$ cat config.mk
export PLATFORM = sky130hd
export DESIGN_NAME = modbus_rtu_single_register_master
export DESIGN_NICKNAME = d
export VERILOG_FILES = /design/src/rtl/mbrm_pkg.sv /design/src/rtl/modbus_rtu_single_register_master.sv /design/src/rtl/mbrm_ctrl.sv /design/src/rtl/mbrm_tx.sv
export SDC_FILE = /design/constraint.sdc
export NUM_CORES = 1
export LEC_CHECK = 0
export BUFFER_PORTS_ARGS = -buffer_cell sky130_fd_sc_hd__buf_2
export CAP_MARGIN = 10
export CORE_ASPECT_RATIO = 1.2
export CORE_MARGIN = 4
export CORE_UTILIZATION = 40
export DETAILED_ROUTE_END_ITERATION = 6
export PLACE_DENSITY = 0.66
export SLEW_MARGIN = 15
export SYNTH_ARGS = -nofsm -noshare
export SYNTH_HDL_FRONTEND = slang
export SYNTH_HIERARCHICAL = 1
export SYNTH_SLANG_ARGS = --single-unit
export TNS_END_PERCENT = 100
$ cat constraint.sdc
create_clock -name i_clk -period 5 [get_ports i_clk]
set_input_delay 0 -clock i_clk [delete_from_list [all_inputs] [get_ports i_clk]]
set_output_delay 0 -clock i_clk [all_outputs]
set_load 0.005 [all_outputs]
$ cat src/rtl/mbrm_pkg.sv
// Shared types, codes and the CRC-16 byte update for the Modbus RTU
// single-register master. No dependencies.
package mbrm_pkg;

    localparam logic [1:0] OP_READ  = 2'd0;
    localparam logic [1:0] OP_WRITE = 2'd1;
    localparam logic [1:0] OP_RX    = 2'd2;
    localparam logic [1:0] OP_TICK  = 2'd3;

    localparam logic [1:0] ST_OK      = 2'd0;
    localparam logic [1:0] ST_BUSY    = 2'd1;
    localparam logic [1:0] ST_ERROR   = 2'd2;
    localparam logic [1:0] ST_TIMEOUT = 2'd3;

    localparam logic KIND_TX     = 1'b0;
    localparam logic KIND_STATUS = 1'b1;

    localparam logic CFG_SLAVE_ADDR = 1'b0;
    localparam logic CFG_TIMEOUT    = 1'b1;

    localparam logic [7:0]  FUNC_READ  = 8'h03;
    localparam logic [7:0]  FUNC_WRITE = 8'h06;
    localparam logic [15:0] CRC_POLY   = 16'hA001;
    localparam logic [15:0] CRC_PRESET = 16'hFFFF;

    localparam logic [7:0]  SLAVE_ADDR_RESET = 8'd1;
    localparam logic [15:0] TIMEOUT_RESET    = 16'd200;

    typedef struct packed {
        logic [1:0]  opcode;
        logic [15:0] reg_address;
        logic [15:0] write_value;
        logic [7:0]  rx_byte;
    } t_in;

    typedef struct packed {
        logic        kind;
        logic [7:0]  tx_byte;
        logic [1:0]  status;
        logic [15:0] read_value;
        logic        last;
    } t_out;

    typedef logic [7:0][7:0] t_frame;

    // load command from the controller to the transmit sequencer
    typedef struct packed {
        logic            valid;
        logic            is_frame;
        logic [5:0][7:0] head;    // frame bytes 0..5, CRC is added on the way out
        logic [1:0]      status;
        logic [15:0]     value;
    } t_cmd;

    function automatic logic [15:0] crc_add(input logic [15:0] crc, input logic [7:0] b);
        logic [15:0] c;
        c = crc ^ {8'h00, b};
        for (int k = 0; k < 8; k++) begin
            c = c[0] ? ((c >> 1) ^ CRC_POLY) : (c >> 1);
        end
        return c;
    endfunction

endpackage

$ cat src/rtl/modbus_rtu_single_register_master.sv
// Modbus RTU single-register master, top level. Instantiates mbrm_ctrl and
// mbrm_tx; uses mbrm_pkg.
//
// A read or write request produces eight transmit-byte results, one per
// cycle while i_out_stall is low: the frame leaves one result register a
// byte per transfer, its CRC-16 built byte by byte as it goes. Received
// bytes, ticks and busy rejects pass through the input register and yield
// at most one status result. An item waits in the input register while the
// result register still sends the previous item's results; it moves on in
// the cycle the last one transfers. Configuration (index 0 slave address,
// index 1 timeout ticks) is written via i_cfg_we/i_cfg_index/i_cfg_data by
// the user only while no transaction is in flight, unchecked by the block.
module modbus_rtu_single_register_master import mbrm_pkg::*; (
    input  logic        i_clk,
    input  logic        i_rst_n,
    input  logic        i_cfg_we,
    input  logic        i_cfg_index,
    input  logic [15:0] i_cfg_data,
    input  logic        i_in_valid,
    output logic        o_in_stall,
    input  t_in         i_in,
    output logic        o_out_valid,
    input  logic        i_out_stall,
    output t_out        o_out
);

    logic   tx_free;
    t_frame sent_frame;
    t_cmd   cmd;

    mbrm_ctrl u_ctrl (
        .i_clk        (i_clk),
        .i_rst_n      (i_rst_n),
        .i_cfg_we     (i_cfg_we),
        .i_cfg_index  (i_cfg_index),
        .i_cfg_data   (i_cfg_data),
        .i_in_valid   (i_in_valid),
        .o_in_stall   (o_in_stall),
        .i_in         (i_in),
        .i_tx_free    (tx_free),
        .i_sent_frame (sent_frame),
        .o_cmd        (cmd)
    );

    mbrm_tx u_tx (
        .i_clk        (i_clk),
        .i_rst_n      (i_rst_n),
        .i_cmd        (cmd),
        .o_free       (tx_free),
        .o_sent_frame (sent_frame),
        .o_out_valid  (o_out_valid),
        .i_out_stall  (i_out_stall),
        .o_out        (o_out)
    );

endmodule

$ cat src/rtl/mbrm_ctrl.sv
// Input register, configuration registers and transaction state.
// Decides the results of each item and hands them to mbrm_tx. Uses mbrm_pkg.
module mbrm_ctrl import mbrm_pkg::*; (
    input  logic        i_clk,
    input  logic        i_rst_n,
    input  logic        i_cfg_we,
    input  logic        i_cfg_index,
    input  logic [15:0] i_cfg_data,
    input  logic        i_in_valid,
    output logic        o_in_stall,
    input  t_in         i_in,
    input  logic        i_tx_free,
    input  t_frame      i_sent_frame,
    output t_cmd        o_cmd
);

    logic        r_in_valid;
    t_in         r_in;
    logic [7:0]  r_slave_addr;
    logic [15:0] r_timeout;
    logic        r_busy,     n_busy;
    logic        r_pend_wr,  n_pend_wr;
    t_frame      r_reply,    n_reply;
    logic [3:0]  r_cnt,      n_cnt;
    logic [15:0] r_elapsed,  n_elapsed;
    logic [15:0] r_rcrc,     n_rcrc;

    logic        advance;
    logic [3:0]  cnt_w;
    logic [7:0]  want_func;
    t_cmd        cmd;

    assign advance    = r_in_valid && i_tx_free;
    assign o_in_stall = r_in_valid && !advance;
    assign o_cmd      = cmd;

    always_ff @(posedge i_clk) begin
        if (!i_rst_n) begin
            r_in_valid <= 1'b0;
        end else if (!o_in_stall) begin
            r_in_valid <= i_in_valid;
        end
        if (!o_in_stall && i_in_valid) begin
            r_in <= i_in;
        end
    end

    always_ff @(posedge i_clk) begin
        if (!i_rst_n) begin
            r_slave_addr <= SLAVE_ADDR_RESET;
            r_timeout    <= TIMEOUT_RESET;
        end else if (i_cfg_we) begin
            unique case (i_cfg_index)
                CFG_SLAVE_ADDR: r_slave_addr <= i_cfg_data[7:0];
                CFG_TIMEOUT:    r_timeout    <= i_cfg_data;
                default:        ;
            endcase
        end
    end

    always_comb begin
        n_busy    = r_busy;
        n_pend_wr = r_pend_wr;
        n_reply   = r_reply;
        n_cnt     = r_cnt;
        n_elapsed = r_elapsed;
        n_rcrc    = r_rcrc;
        cnt_w     = (r_cnt > 4'd7) ? 4'd0 : r_cnt;
        want_func = r_pend_wr ? FUNC_WRITE : FUNC_READ;
        cmd       = '0;

        if (advance) begin
            unique case (r_in.opcode)
                OP_READ, OP_WRITE: begin
                    cmd.valid = 1'b1;
                    if (r_busy) begin
                        cmd.status = ST_BUSY;
                    end else begin
                        n_pend_wr    = (r_in.opcode == OP_WRITE);
                        n_busy       = 1'b1;
                        n_cnt        = 4'd0;
                        n_elapsed    = 16'd0;
                        n_rcrc       = CRC_PRESET;
                        cmd.is_frame = 1'b1;
                        cmd.head[0]  = r_slave_addr;
                        cmd.head[1]  = n_pend_wr ? FUNC_WRITE : FUNC_READ;
                        cmd.head[2]  = r_in.reg_address[15:8];
                        cmd.head[3]  = r_in.reg_address[7:0];
                        cmd.head[4]  = n_pend_wr ? r_in.write_value[15:8] : 8'h00;
                        cmd.head[5]  = n_pend_wr ? r_in.write_value[7:0]  : 8'h01;
                    end
                end
                OP_RX: begin
                    if (r_busy) begin
                        n_reply[cnt_w[2:0]] = r_in.rx_byte;
                        if (cnt_w < 4'd5) begin
                            n_rcrc = crc_add(r_rcrc, r_in.rx_byte);
                        end
                        n_cnt = cnt_w + 4'd1;
                        if (n_cnt == 4'd5) begin
                            if (n_reply[1] != want_func) begin
                                cmd.valid  = 1'b1;
                                cmd.status = ST_ERROR;
                            end
                        end else if (!r_pend_wr && n_cnt == 4'd7) begin
                            cmd.valid = 1'b1;
                            if ({n_reply[6], n_reply[5]} != n_rcrc) begin
                                cmd.status = ST_ERROR;
                            end else begin
                                cmd.status = ST_OK;
                                cmd.value  = {n_reply[3], n_reply[4]};
                            end
                        end else if (r_pend_wr && n_cnt == 4'd8) begin
                            cmd.valid  = 1'b1;
                            cmd.status = (n_reply != i_sent_frame) ? ST_ERROR : ST_OK;
                        end
                    end
                end
                OP_TICK: begin
                    if (r_busy) begin
                        if (r_elapsed >= r_timeout) begin
                            cmd.valid  = 1'b1;
                            cmd.status = ST_TIMEOUT;
                        end else begin
                            n_elapsed = r_elapsed + 16'd1;
                        end
                    end
                end
                default: ;
            endcase
            // status reports other than a busy reject end the transaction
            if (cmd.valid && !cmd.is_frame && cmd.status != ST_BUSY) begin
                n_busy = 1'b0;
                n_cnt  = 4'd0;
            end
        end
    end

    always_ff @(posedge i_clk) begin
        if (!i_rst_n) begin
            r_busy    <= 1'b0;
            r_pend_wr <= 1'b0;
            r_cnt     <= 4'd0;
            r_elapsed <= 16'd0;
            r_rcrc    <= CRC_PRESET;
        end else begin
            r_busy    <= n_busy;
            r_pend_wr <= n_pend_wr;
            r_cnt     <= n_cnt;
            r_elapsed <= n_elapsed;
            r_rcrc    <= n_rcrc;
        end
        r_reply <= n_reply;
    end

endmodule

$ cat src/rtl/mbrm_tx.sv
// Result register and frame sequencer: streams the stored request frame one
// byte per transfer, appending the CRC, or presents one status report. Uses mbrm_pkg.
module mbrm_tx import mbrm_pkg::*; (
    input  logic   i_clk,
    input  logic   i_rst_n,
    input  t_cmd   i_cmd,
    output logic   o_free,
    output t_frame o_sent_frame,
    output logic   o_out_valid,
    input  logic   i_out_stall,
    output t_out   o_out
);

    t_frame      r_frame;
    logic [2:0]  r_idx;
    logic        r_stream;
    logic        r_stat_vld;
    logic [1:0]  r_status;
    logic [15:0] r_value;
    logic [15:0] r_crc;

    logic        xfer;
    logic [15:0] crc_next;

    assign o_out_valid  = r_stream || r_stat_vld;
    assign xfer         = o_out_valid && !i_out_stall;
    assign o_free       = !o_out_valid || (xfer && (r_stat_vld || r_idx == 3'd7));
    assign o_sent_frame = r_frame;
    assign crc_next     = crc_add(r_crc, r_frame[r_idx]);

    always_comb begin
        o_out = '0;
        if (r_stream) begin
            o_out.kind    = KIND_TX;
            o_out.tx_byte = r_frame[r_idx];
            o_out.last    = (r_idx == 3'd7);
        end else begin
            o_out.kind       = KIND_STATUS;
            o_out.status     = r_status;
            o_out.read_value = r_value;
            o_out.last       = 1'b1;
        end
    end

    always_ff @(posedge i_clk) begin
        if (!i_rst_n) begin
            r_stream   <= 1'b0;
            r_stat_vld <= 1'b0;
            r_idx      <= 3'd0;
        end else begin
            if (i_cmd.valid) begin
                r_stream   <= i_cmd.is_frame;
                r_stat_vld <= !i_cmd.is_frame;
                r_idx      <= 3'd0;
            end else if (xfer) begin
                if (r_stream) begin
                    r_idx <= r_idx + 3'd1;
                    if (r_idx == 3'd7) begin
                        r_stream <= 1'b0;
                    end
                end else begin
                    r_stat_vld <= 1'b0;
                end
            end
        end

        // CRC runs over bytes 0..5 as they go out; bytes 6 and 7 fill in behind
        if (xfer && r_stream && r_idx < 3'd6) begin
            r_crc <= crc_next;
            if (r_idx == 3'd5) begin
                r_frame[6] <= crc_next[7:0];
                r_frame[7] <= crc_next[15:8];
            end
        end
        if (i_cmd.valid) begin
            r_status <= i_cmd.status;
            r_value  <= i_cmd.value;
            if (i_cmd.is_frame) begin
                r_frame[5:0] <= i_cmd.head;
                r_crc        <= CRC_PRESET;
            end
        end
    end

endmodule

==> impl_metrics.toml <==
[detailed_routing]
vias_per_cell = 5.19
postRouteWirelength_um = 34800
dr.pass1.iters = 6
ant_nets = 0
routed-via-count = 9477
drtIter0Drc = 663
drc = 0
wire_per_inst_um = 19.0

[clock_network]
ctsResizeCount = 0
cts.path.max_buffers = 3
cts_root_buf = "clkbuf_16"
cts_sinks = 272
path_clk_slew_ps = 70
cts_htree_levels = 1
cts_buffers = 28
clk-insertion-delay-late_ps = 560
cts_tree = "yes"

[sta]
slew_headroom_pct = 36.4
post-route-min-period_ps = 4090
tightest_slew_ps = 954
fin_setup_tns_ps = 0
maxSlewViolCount = 0
hold_viol_final = 0
clock.fmax_mhz = 245
grt_setup_unrepaired = "no"
setup_viol = 0
min_period_over_period_pct = 81.7
skew_ps = 16.1

[final_layout]
area_delta_synth_final_pct = 19.3
stdcell_count = 1827
diodes = 0
drive_gt1_share_pct = 16.8
postLayoutCoreUtil_pct = 48.6
layout.nets = 1440

[yosys]
synth_common_cells = "188 x edfxtp_1, 126 x nand2_1, 84 x dfxtp_1"
synthCells = 1209
synth_area_per_cell_um2 = 11.2
synth_most_common_cell = "edfxtp_1"
synth_cell_types = 71
synth_ff_type = "edfxtp_1"
ys_seq_area_share_pct = 54.0
async_flop_share_pct = 0
yosysWarningCount = 6
synth_area_um2 = 13600
synth_top_area_share_pct = 41.6
yosys.area.top_type = "edfxtp_1"
synth_edf_count = 188
yosys-top-cells-area = "edfxtp_1 42%, dfxtp_1 12%, mux2i_1 4.9%, xnor2_1 4.4%, nand2_1 3.5%"
synth.ff_latch_count = 272

[power_and_ir_drop]
cellLeakagePower_nw = 5.87
vdd_ir_drop_max_uv = 303
power_w = 0.00562
powerDensity_nw_per_um2 = 347

[run]
timing.max_cap.violations = 0

[floorplan]
rows = 73
io_pins = 94
dieArea_um2 = 37000
die_y_um = 210
core_um2 = 33300
initial_utilization_pct = 40.7
die_w_um = 176

[critical_path]
cp-start-kind = "flip-flop"
crit_type = "reg -> reg"
cp_max_fo = 16
cp_data_required_time_ps = 5410
end_kind = "flip-flop"
arrival_ps = 4500

[global_route]
grt_pass1_wl_um = 53800
grt_max_degree = 59
overflow = 0
antenna_found_initial = 0
grt.total_usage_pct = 18.6
grt_pass1_vias = 9504

[placed_design]
portBuffers = 93
dp.cells = 1708
gp_congestion = 0.970
dpl.hpwl_um = 25100

[run_status]
status = "finished clean"

[min_path]
hold_class = "in -> reg"
[final cells by class]
cell class / count / area [um^2]
well taps: 450 / 563
repair buffers: 181 / 1300
multi-input cells: 797 / 5650
clock inverters: 23 / 349
clock buffers: 29 / 726
fillers: 2975 / 17100
inverters: 75 / 282
flip-flops and latches: 272 / 7330
[logic make-up after synthesis]
logic type	synth area share (%)
AOI/OAI and AO/OA	8.25
DFF	54.0
muxes	7.37
xor gates and xnor gates	8.28
adders and majority gates	1.94
buffers and inverters	4.86
and+or+nand+nor	15.3
other	0.0276
[layer usage]
metal,global-route usage (%),part of all wire [%],vias up
li1,-,-,4549
met1,23.7,41,4517
met2,31.7,49,342
met3,2.68,6.3,69
met5,0,0,-
met4,7.29,3.6,0
[timing repair]
action | CTS | global route
setup buffers | 0 | 0
endpoints found under the hold margin | 72 | 0
hold buffers | 66 | 0
[placed cells by master, fill, tap and decap left out, types with 20 or more instances in the layout]
cell           Yosys  final
buf_4              9     21
mux2i_1           66     66
xor2_1            40     40
a21boi_0          24     24
nor2b_1           26     25
and2_1            33     33
edfxtp_1         188    188
inv_1             75     74
dlygate4sd3_1      0     66
nand2_1          126    126
mux2_2            25     25
nand3_1           23     23
a21oi_1           35     34
xnor2_1           68     68
o21ai_0           37     37
dfxtp_1           84     84
nor2_1            48     47
buf_2              8     93
nor3_1            20     20
clkbuf_16          0     29
ha_1              21     21
and3_1            25     25
[state kept, by name, indices dropped and copies added, names as in the netlist]
signal               cells
u_ctrl/r_reply          64
u_tx/r_stream            1
u_tx/r_value            16
u_ctrl/r_rcrc           16
u_ctrl/r_in_valid        1
u_tx/r_status            2
u_ctrl/r_slave_addr      8
u_ctrl/r_timeout        16
u_ctrl/r_cnt             4
u_ctrl/r_elapsed        16
u_ctrl/r_pend_wr         1
u_tx/r_idx               3
u_ctrl/r_in             42
u_tx/o_sent_frame       64
u_ctrl/r_busy            1
u_tx/r_crc              16
u_tx/r_stat_vld          1
[report_power, final]
| part | switching, W | internal, W |
|---|---|---|
| Combinational | 0.000321 | 0.000298 |
| Clock | 0.000914 | 0.00148 |
| Sequential | 0.0000742 | 0.00254 |
| Total | 0.00131 | 0.00431 |
[path summary, 6_finish.rpt]
path | endpoint | slack (ps) | cells past startpoint | start
worst max-delay path | u_tx/r_value[1] | 910 | 11 | u_ctrl/r_cnt[3]
worst min-delay path | u_ctrl/r_rcrc[9] | 40 | 2 | i_rst_n
worst max register to register | u_tx/r_value[1] | 910 | 11 | u_ctrl/r_cnt[3]
worst min register to register | u_tx/o_sent_frame[53] | 460 | 0 | u_tx/r_crc[13]
[stage by stage]
| step | hold slack (ps) | setup slack [ps] | cell area [um^2] |
|---|---|---|---|
| after CTS | 28.6 | 938 | 16200 |
| final | 44.5 | 913 | 16200 |
| after global placement | 177 | 1060 | 14400 |
| after global routing | 89.0 | 605 | 16200 |
| after floorplan | 98.9 | 17.5 | 13600 |
| after detailed placement | 178 | 971 | 14400 |
[worst max-delay path, stage by stage (launching register included)]
cell and delay (ps):
dfxtp_1 630, inv_1 250, nand2_1 140, ha_1 210, or3b_1 530, mux2_2 400
a21oi_1 150, nand4b_1 100, or4_1 380, or4_1 630, nand2b_4 350, nor2_1 160
No activity file was read; power rests on OpenSTA's default activity.
